**config.mk**
```make
export PLATFORM = sky130hd
export DESIGN_NAME = rbs_front
export DESIGN_NICKNAME = d
export VERILOG_FILES = /design/src/sv/rbs_pkg.sv /design/src/sv/rbs_front.sv
export SDC_FILE = /design/constraint.sdc
export NUM_CORES = 1
export LEC_CHECK = 0
export BUFFER_PORTS_ARGS = -buffer_cell sky130_fd_sc_hd__buf_2
export CAP_MARGIN = 20
export CORE_AREA = 2 2 271 273
export DETAILED_ROUTE_END_ITERATION = 8
export DIE_AREA = 0 0 273 275
export PLACE_DENSITY = 0.73
export SYNTH_ARGS = -nofsm -noshare
export SYNTH_HDL_FRONTEND = slang
export SYNTH_SLANG_ARGS = --single-unit
export TNS_END_PERCENT = 100
```
**constraint.sdc**
```tcl
create_clock -name clk -period 18.75 [get_ports clk]
set_input_delay 1.875 -clock clk [delete_from_list [all_inputs] [get_ports clk]]
set_output_delay 1.875 -clock clk [all_outputs]
set_load 0.01 [all_outputs]
```
**src/sv/rbs_pkg.sv**
```systemverilog
// ----------------------------------------------------------------------------
// rbs_pkg
// Shared widths, axis and bound indexes, and stage payload types for the
// ray / box slab test pipeline.
// ----------------------------------------------------------------------------
`default_nettype none

package rbs_pkg;

  localparam int COORD_WIDTH = 32;
  localparam int DIFF_W      = COORD_WIDTH + 1;
  localparam int PROD_W      = 2 * COORD_WIDTH;
  localparam int NUM_AXES    = 3;

  localparam int AX_X    = 0;
  localparam int AX_Y    = 1;
  localparam int AX_Z    = 2;
  localparam int BND_MIN = 0;
  localparam int BND_MAX = 1;

  typedef logic signed [COORD_WIDTH-1:0] coord_t;
  typedef logic signed [DIFF_W-1:0]      diff_t;
  typedef logic        [COORD_WIDTH-1:0] mag_t;
  typedef logic        [PROD_W-1:0]      prod_t;

  typedef struct packed {
    logic neg;
    logic zero;
  } bsign_t;

  typedef struct packed {
    bsign_t sg;
    mag_t   mag;
  } bound_t;

  typedef struct packed {
    bound_t [1:0] bnd;
    mag_t         den;
    logic         unb;
  } axis_t;

  typedef struct packed {
    axis_t [NUM_AXES-1:0] ax;
    logic                 org_in;
    logic                 miss;
  } slab_t;

  typedef struct packed {
    prod_t  [NUM_AXES-1:0][1:0][1:0] p;
    bsign_t [NUM_AXES-1:0][1:0]      sg;
    logic   [NUM_AXES-1:0]           unb;
    logic                            org_in;
    logic                            miss;
  } mul_t;

  // j-th axis other than a
  function automatic int other_axis(int a, int j);
    return (a + 1 + j) % NUM_AXES;
  endfunction

endpackage

`default_nettype wire

```
**src/sv/rbs_front.sv**
```systemverilog
// ----------------------------------------------------------------------------
// rbs_front
// Two stages: bound differences, then per-axis slab bounds as sign and
// magnitude over the direction magnitude, plus inside and miss flags.
// ----------------------------------------------------------------------------
`default_nettype none

module rbs_front (
  input  wire logic                                 clk,
  input  wire logic                                 rst_n,
  input  wire logic                                 in_valid,
  output logic                                      in_ready,
  input  wire rbs_pkg::coord_t [rbs_pkg::NUM_AXES-1:0] origin,
  input  wire rbs_pkg::coord_t [rbs_pkg::NUM_AXES-1:0] dir,
  input  wire rbs_pkg::coord_t [rbs_pkg::NUM_AXES-1:0] box_min,
  input  wire rbs_pkg::coord_t [rbs_pkg::NUM_AXES-1:0] box_max,
  output logic                                      out_valid,
  input  wire logic                                 out_ready,
  output rbs_pkg::slab_t                            out_slab
);

  logic en1;
  logic en2;
  logic v1_r;
  logic v2_r;

  rbs_pkg::diff_t  [rbs_pkg::NUM_AXES-1:0] dlo_nxt;
  rbs_pkg::diff_t  [rbs_pkg::NUM_AXES-1:0] dhi_nxt;
  rbs_pkg::diff_t  [rbs_pkg::NUM_AXES-1:0] dlo_r;
  rbs_pkg::diff_t  [rbs_pkg::NUM_AXES-1:0] dhi_r;
  rbs_pkg::coord_t [rbs_pkg::NUM_AXES-1:0] dir_r;
  rbs_pkg::slab_t                          slab_nxt;
  rbs_pkg::slab_t                          slab_r;

  assign en2      = !v2_r || out_ready;
  assign en1      = !v1_r || en2;
  assign in_ready = en1;

  always_comb begin
    for (int a = 0; a < rbs_pkg::NUM_AXES; a++) begin
      dlo_nxt[a] = rbs_pkg::diff_t'(box_min[a]) - rbs_pkg::diff_t'(origin[a]);
      dhi_nxt[a] = rbs_pkg::diff_t'(box_max[a]) - rbs_pkg::diff_t'(origin[a]);
    end
  end

  always_comb begin
    logic           lo_neg;
    logic           lo_zero;
    logic           hi_neg;
    logic           hi_zero;
    logic           dneg;
    logic           unb;
    rbs_pkg::diff_t lo_abs;
    rbs_pkg::diff_t hi_abs;
    rbs_pkg::mag_t  lo_mag;
    rbs_pkg::mag_t  hi_mag;
    slab_nxt        = '0;
    slab_nxt.org_in = 1'b1;
    slab_nxt.miss   = 1'b0;
    for (int a = 0; a < rbs_pkg::NUM_AXES; a++) begin
      lo_neg  = dlo_r[a][rbs_pkg::DIFF_W-1];
      lo_zero = (dlo_r[a] == '0);
      hi_neg  = dhi_r[a][rbs_pkg::DIFF_W-1];
      hi_zero = (dhi_r[a] == '0);
      lo_abs  = lo_neg ? -dlo_r[a] : dlo_r[a];
      hi_abs  = hi_neg ? -dhi_r[a] : dhi_r[a];
      lo_mag  = lo_abs[rbs_pkg::COORD_WIDTH-1:0];
      hi_mag  = hi_abs[rbs_pkg::COORD_WIDTH-1:0];
      dneg    = dir_r[a][rbs_pkg::COORD_WIDTH-1];
      unb     = (dir_r[a] == '0);
      slab_nxt.org_in = slab_nxt.org_in && (lo_neg || lo_zero) && !hi_neg;
      slab_nxt.miss   = slab_nxt.miss || (unb && ((!lo_neg && !lo_zero) || hi_neg));
      slab_nxt.ax[a].unb = unb;
      slab_nxt.ax[a].den = dneg ? rbs_pkg::mag_t'(-dir_r[a]) : rbs_pkg::mag_t'(dir_r[a]);
      if (!dneg) begin
        slab_nxt.ax[a].bnd[rbs_pkg::BND_MIN].sg.neg  = lo_neg;
        slab_nxt.ax[a].bnd[rbs_pkg::BND_MIN].sg.zero = lo_zero;
        slab_nxt.ax[a].bnd[rbs_pkg::BND_MIN].mag     = lo_mag;
        slab_nxt.ax[a].bnd[rbs_pkg::BND_MAX].sg.neg  = hi_neg;
        slab_nxt.ax[a].bnd[rbs_pkg::BND_MAX].sg.zero = hi_zero;
        slab_nxt.ax[a].bnd[rbs_pkg::BND_MAX].mag     = hi_mag;
      end else begin
        // negative direction swaps and negates the bounds
        slab_nxt.ax[a].bnd[rbs_pkg::BND_MIN].sg.neg  = !hi_neg && !hi_zero;
        slab_nxt.ax[a].bnd[rbs_pkg::BND_MIN].sg.zero = hi_zero;
        slab_nxt.ax[a].bnd[rbs_pkg::BND_MIN].mag     = hi_mag;
        slab_nxt.ax[a].bnd[rbs_pkg::BND_MAX].sg.neg  = !lo_neg && !lo_zero;
        slab_nxt.ax[a].bnd[rbs_pkg::BND_MAX].sg.zero = lo_zero;
        slab_nxt.ax[a].bnd[rbs_pkg::BND_MAX].mag     = lo_mag;
      end
    end
  end

  always_ff @(posedge clk) begin
    if (!rst_n) begin
      v1_r <= 1'b0;
      v2_r <= 1'b0;
    end else begin
      if (en1) v1_r <= in_valid;
      if (en2) v2_r <= v1_r;
    end
    if (en1 && in_valid) begin
      dlo_r <= dlo_nxt;
      dhi_r <= dhi_nxt;
      dir_r <= dir;
    end
    if (en2 && v1_r) begin
      slab_r <= slab_nxt;
    end
  end

  assign out_valid = v2_r;
  assign out_slab  = slab_r;

endmodule

`default_nettype wire

```
==> key figures, run 1 <==
Run status
  • Status: complete, no violations

Die
  • Initial Util: 0.4998
  • Die height: 275 µm
  • Cell Rows: 99
  • CORE AREA: 72340 µm²
  • DIE WIDTH: 273 µm
  • Io pins: 695
  • Die Footprint: 75080 µm²

Cells and area
  • Fraction of layout cells with a size suffix above 1: 0.2164
  • Post-route cell area: 43090 µm²
  • Layout Nets: 4559
  • Post-Layout Cell Count: 4996
  • Synth-to-Final Area Change: 19.18%
  • Final core occ: 0.5956
  • Layout fillers: 6086

Drt
  • Via Count: 28.70k
  • Vias per cell: 5.744
  • DRC violation count after routing: 0
  • DRT Pass-1 Iters: 5
  • Detailed-route wire length per cell: 22.16 µm
  • ANT nets after route: 0
  • Initial DRC count: 2600
  • Post-Route WL: 110700 µm

Yosys
  • Yosys reg bits: 601
  • Syn avg cell area: 11.10 µm²
  • Top cells by area, synth: edfxtp_1, ha_1, xnor2_1
  • Largest area contributor in the netlist: edfxtp_1
  • Most frequent cell after synthesis: edfxtp_1
  • Cells after Synth: 3258
  • YS warnings: 0
  • Synth Cell Area: 36150 µm²
  • Synth cell count leaders: edfxtp_1, nand2_1, xnor2_1
  • Top cell type's share of synthesized area: 0.4975
  • Post-synth EDFFs: 599
  • Main flop type after synthesis: edfxtp_1
  • Sequential fraction of the synthesis area: 0.4986
  • Ys async rst share: 0
  • Syn Nets: 3853
  • Netlist cell types: 80

Global route
  • Busiest grt layer: met2
  • Global Route Usage Sum: 0.2846
  • Vias in the first global route: 26.86k
  • Grt met1 use: 0.3751
  • Grt ovf: 0
  • Largest net degree at the start of global routing: 179
  • Met3 GRT Util: 0.05813
  • GRT met2 Usage: 0.4740
  • First-pass GRT wire length: 161500 µm
  • Initial antenna violation count: 36

Clocking
  • Cts hold-fix bufs: 0
  • Post-CTS setup buffers: 0
  • Sink Count: 601
  • Clock root buffer: clkbuf_16
  • Post-cts sizing count: 0
  • Clock slew seen by the registers of the worst setup and hold paths: 0.07 ns
  • Clock Path Buffers: 3
  • H-tree lvl count: 3
  • Worst skew pair latency: 0.64 ns
  • TritonCTS clock tree: built
  • CTS Buf Count: 69

Timing
  • Fmax: 0.2094 GHz
  • RSZ-0062 raised after global routing: false
  • Setup tns final: 0 ns
  • Tmin final: 4.776 ns
  • Worst slew pin tran: 1.100 ns
  • Slew margin rel.: 0.2667
  • Final number of max-transition violations: 0
  • Crit share post-route: 0.2547
  • Finish-stage setup viols: 0
  • Max Clock Skew: 0.04546 ns
  • Final Hold Viols: 0

Power
  • Leak pwr: 0.01770 µW
  • Worst IR drop on VDD: 0.00007606 V
  • Pwr Density: 93.48 nW/µm²

Job
  • Max-Cap Viols: 0

Placement
  • IO buf count: 694
  • DP Wirelength: 87730 µm
  • Dpl cells: 4852
  • Routability cong.: 0.9685
  • Dpl cell area: 40710 µm²

Setup path
  • Worst path required time: 19.17 ns
  • Worst setup EP type: register
  • Worst EP arrival: 5.20 ns
  • Startpoint types: primary input
  • Crit Path Category: primary input to register
  • Crit-path max FO: 4

Hold path
  • HP Class: register to register
## flip-flops by register name, summed over array words and instances, names as in the netlist
| name | cells |
|---|---|
| out_slab | 305 |
| dhi_r | 99 |
| dlo_r | 99 |
| dir_r | 96 |
| out_valid | 1 |
| v1_r | 1 |
## per-stage QoR
stage / total power (µW) / hold WS [ns] / setup slack [ns]
finish: 4028 / 0.5275 / 13.97
global route: 4193 / 0.5480 / 13.71
CTS: 4030 / 0.5333 / 14.01
detailed placement: 2656 / 0.5052 / 13.35
global placement: 2644 / 0.5100 / 13.43
floorplan: 2367 / 0.4527 / 2.339
## cell usage in the layout (no fill, tap or decap), drive strengths merged, types with 11 or more instances in the layout
master	netlist	layout
buf	12	717
edfxtp	599	599
nand2	272	272
xnor2	238	238
ha	201	201
o21ai	201	201
xor2	183	183
nor2	180	180
inv	173	176
a21oi	154	154
mux2i	146	146
a21o	87	87
clkbuf	70	85
o31ai	80	80
nand3	62	62
nor3	51	51
or3	50	50
o21a	49	49
o41ai	46	46
or4	44	44
nand2b	35	35
nor2b	34	34
nor4	27	27
clkinv	1	24
and3	22	22
diode	0	21
a211oi	21	21
or2	20	20
mux2	16	16
o211ai	15	15
a31oi	15	15
o21bai	15	15
a21boi	12	12
and2	11	11
## kinds of logic (layout without fill, tap and decap cells)
group | count (synthesis) | after routing | synth area share
multiplexers | 162 | 162 | 0.04541
flip-flops | 601 | 601 | 0.4986
XOR/XNOR | 421 | 421 | 0.1020
adder cells (fa/ha/maj) | 207 | 207 | 0.07288
AND/OR/NAND/NOR | 844 | 844 | 0.1151
buffers and inverters | 256 | 1014 | 0.02665
AO/OA/AOI/OAI | 767 | 767 | 0.1394
other | 0 | 21 | 0
## path summary, 6_finish.rpt
path,startpoint,endpoint,slack [ns],cells after the start
max,origin[65],dlo_r[97],13.97,12
min,dir_r[64],out_slab[205],0.53,0
max reg2reg,dlo_r[38],out_slab[0],14.67,10
min reg2reg,dir_r[64],out_slab[205],0.53,0
## critical path, cell delays in order
cell and delay [ns]:
buf_2 0.13, inv_1 0.07, ha_1 0.29, nor2b_1 0.14, o31ai_1 0.32, a21oi_1 0.25
o211a_1 0.35, a2111oi_0 0.52, o311ai_0 0.36, a211o_1 0.40, mux2i_1 0.13, a2111oi_0 0.36
## layout make-up
type                    count  area [µm²]  area share
well taps                 959        1200     0.02785
clock inverters            38       536.8     0.01246
flip-flops and latches    601       18030      0.4184
diodes                     21       52.55    0.001220
clock buffers              85        1787     0.04147
multi-input cells        2401       17170      0.3986
repair buffers            717        3659     0.08491
inverters                 174       653.1     0.01516
## routing by layer
metal	share of wire	up-vias
li1	-	13570
met1	0.41	13700
met2	0.48	1207
met3	0.085	189
met4	0.028	26
met5	0.0015	-
## where the power goes
group | switching (µW) | internal, µW
clock | 590 | 791
combinational | 520 | 351
sequential | 100 | 1680
(Power assumes the default switching activity.)
==> inputs of run 2 (changes only) <==
==> constraint.sdc (replaced) <==
create_clock -name clk -period 4.95 [get_ports clk]
set_input_delay 0.495 -clock clk [delete_from_list [all_inputs] [get_ports clk]]
set_output_delay 0.495 -clock clk [all_outputs]
set_load 0.01 [all_outputs]
==> key figures, run 2 (synthesis results as in run 1) <==
Run status
  • Status: complete, no violations

Setup path
  • Worst path required time: 5.40 ns (-13.77 ns)
  • Crit Path Category: register to register
  • Worst setup EP type: register
  • Startpoint types: register
  • Crit-path max FO: 5 (+1)
  • Worst EP arrival: 4.31 ns (-0.89 ns)

Clocking
  • Clock Path Buffers: 3 (unchanged)
  • CTS Buf Count: 68 (-1.4%)
  • Sink Count: 601 (unchanged)
  • Post-CTS setup buffers: 0 (unchanged)
  • Clock slew seen by the registers of the worst setup and hold paths: 0.06 ns (about the same)
  • Post-cts sizing count: 0 (unchanged)
  • Clock root buffer: clkbuf_16
  • TritonCTS clock tree: built
  • Cts hold-fix bufs: 0 (unchanged)
  • H-tree lvl count: 3 (unchanged)
  • Worst skew pair latency: 0.63 ns (about the same)

Die
  • Cell Rows: 99 (unchanged)
  • Die height: 275 µm (unchanged)
  • Initial Util: 0.4998 (unchanged)
  • Io pins: 695 (unchanged)
  • DIE WIDTH: 273 µm (unchanged)
  • CORE AREA: 72340 µm² (unchanged)
  • Die Footprint: 75080 µm² (unchanged)

Global route
  • Largest net degree at the start of global routing: 92 (-49%)
  • Initial antenna violation count: 30 (-17%)
  • Vias in the first global route: 27.35k (+1.8%)
  • First-pass GRT wire length: 161700 µm (about the same)
  • Grt ovf: 0 (unchanged)
  • Global Route Usage Sum: 0.2844 (about the same)

Timing
  • Max Clock Skew: 0.03238 ns (-0.01308 ns)
  • Finish-stage setup viols: 0 (unchanged)
  • Worst hold margin: 0.04314 ns (-0.4844 ns)
  • Fmax: 0.2588 GHz
  • Final Hold Viols: 0 (unchanged)
  • RSZ-0062 raised after global routing: false
  • Final number of max-transition violations: 0 (unchanged)
  • Slew margin rel.: 0.3193 (+0.05260)
  • Worst slew pin tran: 1.021 ns (-0.07890 ns)
  • Crit share post-route: 0.7805
  • Setup ws final: 1.086 ns (-12.89 ns)
  • Tmin final: 3.864 ns

Power
  • Leak pwr: 0.01774 µW (+0.25%)
  • Pwr Density: 349.8 nW/µm² (+270%)
  • Worst IR drop on VDD: 0.0002742 V (+260%)
  • Clock power share: 0.331 (-0.012)
  • Comb power frac: 0.222 (+0.006)
  • Flop pwr share: 0.447 (+0.006)
  • Net Sw Frac: 0.3003 (about the same)
  • Cell internal pwr: 10540 µW (+270%)
  • Switching power total: 4524 µW (+270%)

Placement
  • DP Wirelength: 89150 µm (+1.6%)
  • Routability cong.: 1.018 (+5.1%)
  • Pre-CTS worst setup slack: 0.8363 ns (-12.51 ns)
  • IO buf count: 694 (unchanged)

Cells and area
  • Commonest non-fill, non-tap cell in the layout: buf_2
  • Layout fillers: 6100 (+0.23%)
  • Most frequent cells in the layout: buf_2, edfxtp_1, nand2_1
  • Seq. cell area: 18030 µm² (unchanged)
  • Layout Nets: 4570 (+0.24%)
  • Multi-input logic area: 17180 µm² (about the same)
  • Fraction of layout cells with a size suffix above 1: 0.2200 (+0.003576)
  • Largest register FFs: 305 (unchanged)
  • Synth-to-Final Area Change: 19.12% (about the same)

Drt
  • Detailed-route wire length per cell: 22.24 µm (+0.36%)
  • Post-Route WL: 111200 µm (+0.40%)
  • Via Count: 28.91k (+0.75%)
  • DRT Pass-1 Iters: 5 (unchanged)
  • DRC violation count after routing: 0 (unchanged)
  • Vias per cell: 5.785 (+0.71%)
  • ANT nets after route: 0 (unchanged)
  • Initial DRC count: 2383 (-8.3%)

Job
  • Max-Cap Viols: 0 (unchanged)

Hold path
  • HP Class: primary input to register
-- run 2: cell count changes in the layout (fill, tap and decap cells not counted), moves of 2 or more --
| cell | previous run | this run |
|---|---|---|
| buf_12 | 1 | 6 |
| buf_4 | 22 | 29 |
| bufinv_16 | 7 | 5 |
| clkbuf_1 | 16 | 18 |
| clkinv_1 | 15 | 9 |
| clkinv_16 | 6 | 0 |
| clkinv_2 | 1 | 10 |
| clkinv_8 | 1 | 3 |
| clkinvlp_4 | 5 | 3 |
| diode_2 | 21 | 11 |
| inv_16 | 0 | 2 |
-- run 2: final cells by class --
class | instances | area share
Clock buffer | 87 | 0.04140
Antenna cell | 11 | 0.0006391
Sequential cell | 601 | 0.4186
Multi-Input combinational cell | 2401 | 0.3989
Tap cell | 959 | 0.02786
Clock inverter | 36 | 0.008948
Inverter | 174 | 0.01517
Timing Repair Buffer | 729 | 0.08849
-- run 2: power by group through the flow --
| stage | logic [µW] | clock network [µW] | registers [µW] |
|---|---|---|---|
| after floorplan | 2070 | 0 | 6840 |
| after global placement | 3250 | 0 | 6820 |
| after detailed placement | 3280 | 0 | 6830 |
| after CTS | 3300 | 5070 | 6730 |
| after global routing | 3640 | 5240 | 6780 |
| final | 3340 | 4990 | 6740 |
-- run 2: worst max-delay path, stage by stage (launching register included) --
cell and delay, ns:
edfxtp_1 0.45, or4_1 0.64, or2_2 0.34, or3_1 0.38
or2_2 0.35, nand2b_1 0.19, nor3_1 0.57, nor2_1 0.17
nor4_1 0.28, buf_4 0.18, nor3b_2 0.15
-- run 2: path summary, 6_finish.rpt --
path                            startpoint     endpoint  slack, ns  cells after the start
worst min-delay path               dir[38]    dir_r[38]       0.04                      1
worst min register to register        v1_r    out_valid       0.54                      1
worst max register to register   dlo_r[71]  out_slab[1]       1.09                     10
worst max-delay path             dlo_r[71]  out_slab[1]       1.09                     10
-- run 2: layer usage --
layer  part of all wire  vias up  global-route usage
li1                   -    13610                   -
met5             0.0019        -                   0
met2               0.48     1268              0.4810
met1               0.40    13770              0.3600
met4              0.035       32             0.09850
met3              0.083      233             0.06372
-- run 2: metrics by stage --
stage          utilization  setup TNS [ns]  total power, µW  instances  area, µm²
6_report            0.5954               0            15070       4998      43070
5_1_grt             0.5951               0            15670       4992      43050
4_1_cts             0.5950               0            15100       4987      43040
3_5_place_dp        0.5650               0            10110       4864      40870
3_3_place_gp        0.5650               0            10070       4864      40870
2_1_floorplan            -         -155.42             8902       3258      36170
